### config.mk
export PLATFORM = sky130hd
export DESIGN_NAME = sorted_priority_queue
export DESIGN_NICKNAME = d
export VERILOG_FILES = /design/src/rtl/spq_pkg.sv /design/src/rtl/sorted_priority_queue.sv /design/src/rtl/spq_slot_array.sv
export SDC_FILE = /design/constraint.sdc
export NUM_CORES = 2
export LEC_CHECK = 0
export BUFFER_PORTS_ARGS = -buffer_cell sky130_fd_sc_hd__buf_2
export CORE_ASPECT_RATIO = 0.8
export CORE_UTILIZATION = 40
export CTS_CLUSTER_DIAMETER = 60
export CTS_CLUSTER_SIZE = 28
export DETAILED_ROUTE_END_ITERATION = 6
export PLACE_DENSITY_LB_ADDON = 0.2
export SETUP_SLACK_MARGIN = 0.05
export SLEW_MARGIN = 15
export SYNTH_ARGS = -nofsm -noshare
export SYNTH_HDL_FRONTEND = slang
export SYNTH_HIERARCHICAL = 1
export SYNTH_SLANG_ARGS = --single-unit
### constraint.sdc
create_clock -name clk -period 7 [get_ports clk]
set_input_delay 1.05 -clock clk [delete_from_list [all_inputs] [get_ports clk]]
set_output_delay 1.05 -clock clk [all_outputs]
set_load 0.01 [all_outputs]
### src/rtl/spq_pkg.sv
// Package for the sorted priority queue: command and flag types, opcodes,
// status codes and fixed field widths.
// No dependencies.
`default_nettype none

package spq_pkg;

	// Fixed field widths of the item ports
	localparam int VALUE_W     = 32;
	localparam int PRIO_PORT_W = 8;
	localparam int STATUS_W    = 2;

	// Opcodes
	localparam logic OP_PUSH = 1'b0;
	localparam logic OP_POP  = 1'b1;

	// Result status codes
	localparam logic [STATUS_W-1:0] ST_OK    = 2'd0;
	localparam logic [STATUS_W-1:0] ST_FULL  = 2'd1;
	localparam logic [STATUS_W-1:0] ST_EMPTY = 2'd2;

	// Registered command that drives the slot array
	typedef struct packed {
		logic valid;
		logic op;
	} spq_cmd_t;

	// Occupancy flags of the slot array before the current command
	typedef struct packed {
		logic empty;
		logic full;
	} spq_flags_t;

endpackage : spq_pkg

`default_nettype wire

### src/rtl/sorted_priority_queue.sv
// Top level of the sorted priority queue: input register, slot array and
// result register. Depends on spq_pkg and spq_slot_array.
//
// Usage: the queue takes one push or pop item in every clock cycle (busy is
// never raised) and answers each item with exactly one result, marked by done:
// the item passes the input register, where the parallel compare and shift
// over all DEPTH slots updates the queue, and then the result register. The
// receiver cannot stall; each result is shown for a single cycle. Lower
// priority numbers leave first, equal priorities leave in arrival order, and
// only the low PRIORITY_BITS bits of entry_priority are kept.
`default_nettype none

module sorted_priority_queue #(
	parameter int DEPTH         = 16,
	parameter int PRIORITY_BITS = 8
) (
	input  wire                                   clk,
	input  wire                                   arst_n,
	input  wire                                   start,
	output logic                                  busy,
	input  wire                                   opcode,
	input  wire logic signed [spq_pkg::VALUE_W-1:0] entry_value,
	input  wire logic [spq_pkg::PRIO_PORT_W-1:0]  entry_priority,
	output logic                                  done,
	output logic signed [spq_pkg::VALUE_W-1:0]    popped_value,
	output logic [spq_pkg::PRIO_PORT_W-1:0]       popped_priority,
	output logic                                  pop_valid,
	output logic [spq_pkg::STATUS_W-1:0]          status,
	output logic [$clog2(DEPTH+1)-1:0]            occupancy,
	output logic                                  is_empty,
	output logic                                  is_full
);
	import spq_pkg::*;

	localparam int CW = $clog2(DEPTH + 1);
	localparam int PW = (PRIORITY_BITS < PRIO_PORT_W) ? PRIORITY_BITS : PRIO_PORT_W;

	spq_cmd_t           cmd_s1;
	logic [VALUE_W-1:0] value_s1;
	logic [PW-1:0]      pri_s1;

	spq_flags_t         flags;
	logic [VALUE_W-1:0] head_value;
	logic [PW-1:0]      head_pri;
	logic [CW-1:0]      count_next;

	logic               done_q;
	logic [VALUE_W-1:0] popped_value_q;
	logic [PW-1:0]      popped_pri_q;
	logic               pop_valid_q;
	logic [STATUS_W-1:0] status_q;
	logic [CW-1:0]      occupancy_q;

	logic               pop_hit;

	// Take an item in every cycle
	assign busy = 1'b0;

	// Register the incoming item
	always_ff @(posedge clk or negedge arst_n) begin
		if (!arst_n) begin
			cmd_s1 <= '0;
		end else begin
			cmd_s1.valid <= start && !busy;
			cmd_s1.op    <= opcode;
		end
	end

	always_ff @(posedge clk) begin
		if (start && !busy) begin
			value_s1 <= entry_value;
			pri_s1   <= entry_priority[PW-1:0];
		end
	end

	spq_slot_array #(
		.DEPTH (DEPTH),
		.PW    (PW),
		.CW    (CW)
	) u_slots (
		.clk        (clk),
		.arst_n     (arst_n),
		.cmd        (cmd_s1),
		.value      (value_s1),
		.pri        (pri_s1),
		.flags      (flags),
		.head_value (head_value),
		.head_pri   (head_pri),
		.count_next (count_next)
	);

	assign pop_hit = (cmd_s1.op == OP_POP) && !flags.empty;

	// Capture the result of the item in the input register
	always_ff @(posedge clk or negedge arst_n) begin
		if (!arst_n) begin
			done_q <= 1'b0;
		end else begin
			done_q <= cmd_s1.valid;
		end
	end

	always_ff @(posedge clk) begin
		if (cmd_s1.valid) begin
			popped_value_q <= pop_hit ? head_value : '0;
			popped_pri_q   <= pop_hit ? head_pri : '0;
			pop_valid_q    <= pop_hit;
			occupancy_q    <= count_next;
			if ((cmd_s1.op == OP_PUSH) && flags.full) begin
				status_q <= ST_FULL;
			end else if ((cmd_s1.op == OP_POP) && flags.empty) begin
				status_q <= ST_EMPTY;
			end else begin
				status_q <= ST_OK;
			end
		end
	end

	// Drive the result ports
	assign done            = done_q;
	assign popped_value    = popped_value_q;
	assign popped_priority = PRIO_PORT_W'(popped_pri_q);
	assign pop_valid       = pop_valid_q;
	assign status          = status_q;
	assign occupancy       = occupancy_q;
	assign is_empty        = (occupancy_q == '0);
	assign is_full         = (occupancy_q == CW'(DEPTH));

	// Every registered item yields a result in the next cycle
	a_item_result: assert property (@(posedge clk) disable iff (!arst_n)
		cmd_s1.valid |=> done_q)
		else $error("item in input register gave no result");

	// A successful pop always reports ok
	a_pop_ok: assert property (@(posedge clk) disable iff (!arst_n)
		(done_q && pop_valid_q) |-> (status_q == ST_OK))
		else $error("pop with data reported an error status");

	// A dropped push leaves the queue full
	a_drop_full: assert property (@(posedge clk) disable iff (!arst_n)
		(done_q && (status_q == ST_FULL)) |-> (occupancy_q == CW'(DEPTH)))
		else $error("push dropped while queue not full");

	// Occupancy never exceeds the depth
	a_occ_bound: assert property (@(posedge clk) disable iff (!arst_n)
		done_q |-> (occupancy_q <= CW'(DEPTH)))
		else $error("occupancy above depth");

endmodule : sorted_priority_queue

`default_nettype wire

### src/rtl/spq_slot_array.sv
// Slot array of the sorted priority queue: DEPTH registered slots with a
// parallel priority compare, sorted insert on push and shift to head on pop.
// Depends on spq_pkg.
`default_nettype none

module spq_slot_array #(
	parameter int DEPTH = 16,
	parameter int PW    = 8,
	parameter int CW    = 5
) (
	input  wire                             clk,
	input  wire                             arst_n,
	input  spq_pkg::spq_cmd_t               cmd,
	input  wire logic [spq_pkg::VALUE_W-1:0] value,
	input  wire logic [PW-1:0]              pri,
	output spq_pkg::spq_flags_t             flags,
	output logic [spq_pkg::VALUE_W-1:0]     head_value,
	output logic [PW-1:0]                   head_pri,
	output logic [CW-1:0]                   count_next
);
	import spq_pkg::*;

	logic [VALUE_W-1:0] slot_value_q [DEPTH];
	logic [PW-1:0]      slot_pri_q   [DEPTH];
	logic [CW-1:0]      count_q;
	logic [DEPTH-1:0]   keep;
	logic               push_ok;
	logic               pop_ok;

	// Flag the current fill level
	assign flags.empty = (count_q == '0);
	assign flags.full  = (count_q == CW'(DEPTH));

	assign push_ok = cmd.valid && (cmd.op == OP_PUSH) && !flags.full;
	assign pop_ok  = cmd.valid && (cmd.op == OP_POP) && !flags.empty;

	// Mark live slots that stay ahead of the new entry (equal priority stays ahead)
	always_comb begin
		for (int i = 0; i < DEPTH; i++) begin
			keep[i] = (CW'(i) < count_q) && (slot_pri_q[i] <= pri);
		end
	end

	assign head_value = slot_value_q[0];
	assign head_pri   = slot_pri_q[0];

	// Advance the entry count
	always_comb begin
		count_next = count_q;
		if (push_ok) begin
			count_next = count_q + CW'(1);
		end else if (pop_ok) begin
			count_next = count_q - CW'(1);
		end
	end

	always_ff @(posedge clk or negedge arst_n) begin
		if (!arst_n) begin
			count_q <= '0;
		end else begin
			count_q <= count_next;
		end
	end

	// Per slot: hold, take the new entry, shift back for insert, or shift to head on pop
	for (genvar g = 0; g < DEPTH; g++) begin : g_slot
		always_ff @(posedge clk) begin
			if (push_ok && !keep[g]) begin
				if (g == 0) begin
					slot_value_q[g] <= value;
					slot_pri_q[g]   <= pri;
				end else if (keep[(g > 0) ? g - 1 : 0]) begin
					slot_value_q[g] <= value;
					slot_pri_q[g]   <= pri;
				end else begin
					slot_value_q[g] <= slot_value_q[(g > 0) ? g - 1 : 0];
					slot_pri_q[g]   <= slot_pri_q[(g > 0) ? g - 1 : 0];
				end
			end else if (pop_ok && (g < DEPTH - 1)) begin
				slot_value_q[g] <= slot_value_q[(g < DEPTH - 1) ? g + 1 : g];
				slot_pri_q[g]   <= slot_pri_q[(g < DEPTH - 1) ? g + 1 : g];
			end
		end
	end

endmodule : spq_slot_array

`default_nettype wire

==> metrics.txt <==
status completed; global route hottest layer met1; setup_tns 0 ns; CTS root buffer clkbuf_16; wire per inst 28.5 um; Netlist cell types 60; Die X ~340 um; sequential-to-total area share from yosys stat 60.1%; Cell Area, Placed 0.0381 mm2; crit start category flop; # nets final 3002; syn_nets 3080; Initial Util 40.7%; die area 0.0929 mm2; EDFF count, synth 728; Worst-Margin Slew 1.19 ns; Critical Path AT ~5.2 ns; Critical Path RT 7.53 ns; Commonest cells post-synth 728 x edfxtp_1, 229 x nand2_1, 213 x nor2_1; Period Utilization, post-route 66.5%; Core ar. ~0.090 mm2; postcts setup bufs 0; Worst Setup End Kind flop; drt first pass iters 6; die height ~270 um; row cnt 98; GR met3 Demand/Resource 4.16%; Layout Area Growth over Synthesis 9.30%; Post-synth top flop edfxtp_1; Final ANT Viol Nets 0; CTS Buffer Depth 3; Slew HR 20.0%; detailed-route wire length 116 mm; Num CTS Buffers 54; crit path time final 4.65 ns; # DRC 0; gr usage total about a quarter; Hold Vio Cnt, Final 0; final setup fails 0; Clock Skews 0.0496 ns; f_max 215 MHz; Layout Utilization 44.5%; unrepaired setup endpoints after global routing false; placer congestion estimate 0.886; Hold Buf Count CTS 0; Post-Syn Area 0.0367 mm2; first-pass GRT wire length approximately 170 mm; GR Util met2 36.1%; GRT overflow 0; post-CTS resize count 0; worst-skew pair later-pin latency 0.67 ns; Syn Inst Count between 2000 and 3000; Leak 15.2 nW; clk slew on worst S/H paths about 0.08 ns; Hold Crit Class input pin to async pin; crit path kind flop to flop; Yosys reg bits ~740; crit path max fanout 25; Yosys warning count 6; largest net degree at the start of global routing 158; Post-synth ARST share under 10%; H-Tree Depth 2; initial drt markers 3171; DP Wirelength 69.1 mm; final max-slew violation count 0; most common cell in the netlist edfxtp_1; max_cap viols 0; Final Power 15.0 mW; # IOs 96; vias in the first global route 25800; buffers added on ports 94; Syn Area/Cell 12.6 um2; CTS tree built; maximum VDD drop 0.250 mV; via/cell ratio 6.42; share of post-route cells with drive strength above 1 11.7%; top cells by area, synth edfxtp_1 60%, a221o_1 5.7%, a22o_1 4.6%; via count 26100; Finished Cell Area around 0.04 mm2; PD cells around 380 mW/mm2; initial antenna violation count 1; Worst Hold Margin 0.224 ns; leading area contributor after synthesis edfxtp_1; clock sinks 736; met1 Use GR between 30% and 40%; top cell type's share of synthesized area 59.6%
final cells by class:
cell class | instances | area (um2)
fillers | 8194 | 50000
flip-flops and latches | 736 | 22100
multi-input cells | 1849 | 13500
well taps | 1200 | 1500
clock buffers | 56 | 1380
repair buffers | 156 | 981
clock inverters | 44 | 577
inverters | 29 | 109
diodes | 1 | 2.50
routing by layer:
| layer | part of all wire (%) | wire [um] | up-vias |
|---|---|---|---|
| met5 | 0 | 0 | - |
| met4 | 2.4 | 2750 | 0 |
| met3 | 8.7 | 10100 | 169 |
| met2 | 43 | 49800 | 1286 |
| met1 | 46 | 53300 | 13400 |
| li1 | - | - | 11300 |
cells in the final DEF (no fill, tap or decap), types with 15 or more instances in the layout:
cell type / Yosys / layout
mux2_2: 25 / 25
a221o_1: 209 / 209
buf_4: 48 / 59
a21o_1: 204 / 203
nor2b_1: 17 / 16
a22oi_1: 157 / 157
a21oi_1: 85 / 85
and2_1: 80 / 80
edfxtp_1: 728 / 728
nand2_1: 229 / 223
ha_1: 132 / 132
o31ai_1: 44 / 44
nand4_1: 28 / 28
inv_1: 22 / 22
nor2_4: 0 / 17
clkbuf_16: 0 / 55
nor3_1: 22 / 22
a22o_1: 193 / 193
nor2_1: 213 / 198
mux2_1: 15 / 15
buf_2: 72 / 94
o21ai_0: 104 / 96
per-stage QoR:
step | instances | worst slack (ns)
after CTS | 4068 | 2.36
after global routing | 4070 | 2.20
final | 4071 | 2.35
after floorplan | 2904 | 0.871
after detailed placement | 3968 | 2.41
after global placement | 3968 | 2.45
state kept, by name, indices dropped and copies added (netlist names), 2 cells and up:
signal	cells
value_s1	32
cmd_s1	2
occupancy	5
u_slots/count_q	5
status	2
popped_priority	8
popped_value	32
u_slots/slot_pri_q	128
pri_s1	8
u_slots/slot_value_q	512
path summary, 6_finish.rpt:
check	from	end	slack, ns	cells after the start
worst min register to register	u_slots/slot_value_q[1][253]$_DFFE_PP_	u_slots/slot_value_q[1][221]$_DFFE_PP_	0.55	1
worst max register to register	pri_s1[3]$_DFFE_PP_	u_slots/slot_value_q[0][92]$_DFFE_PP_	2.35	11
max in group asynchronous	arst_n	cmd_s1[1]$_DFF_PN0_	6.59	1
worst max-delay path	pri_s1[3]$_DFFE_PP_	u_slots/slot_value_q[0][92]$_DFFE_PP_	2.35	11
worst min-delay path	arst_n	u_slots/count_q[3]$_DFF_PN0_	0.22	1
min in group clk	opcode	cmd_s1[0]$_DFF_PN0_	0.49	1
power breakdown:
part,internal (mW),total (mW),switching (mW)
Sequential,6.44,7.29,0.857
Combinational,1.49,4.24,2.75
Clock,1.69,3.52,1.83
cell families after synthesis:
family / after synthesis / share of synthesized area, %
compound gates: 1052 / 22.4
xor+xnor: 4 / 0.0955
fa+ha+maj: 132 / 4.50
buf+inv: 319 / 4.00
flops: 736 / 60.1
mux: 40 / 1.23
other cells: 1 / 0.0102
simple gates: 620 / 7.61
critical path, cell delays in order, from the launching register on:
cell and delay [ns]:
edfxtp_1 0.58, clkinv_1 0.35, buf_4 0.32, ha_1 0.35, a21oi_1 0.21, a21oi_1 0.11
o31ai_1 0.98, a21oi_4 0, buf_4 0.31, nor2_4 0.68, buf_4 0.40, a21o_1 0.16
No activity file was read; power rests on OpenSTA's default activity.
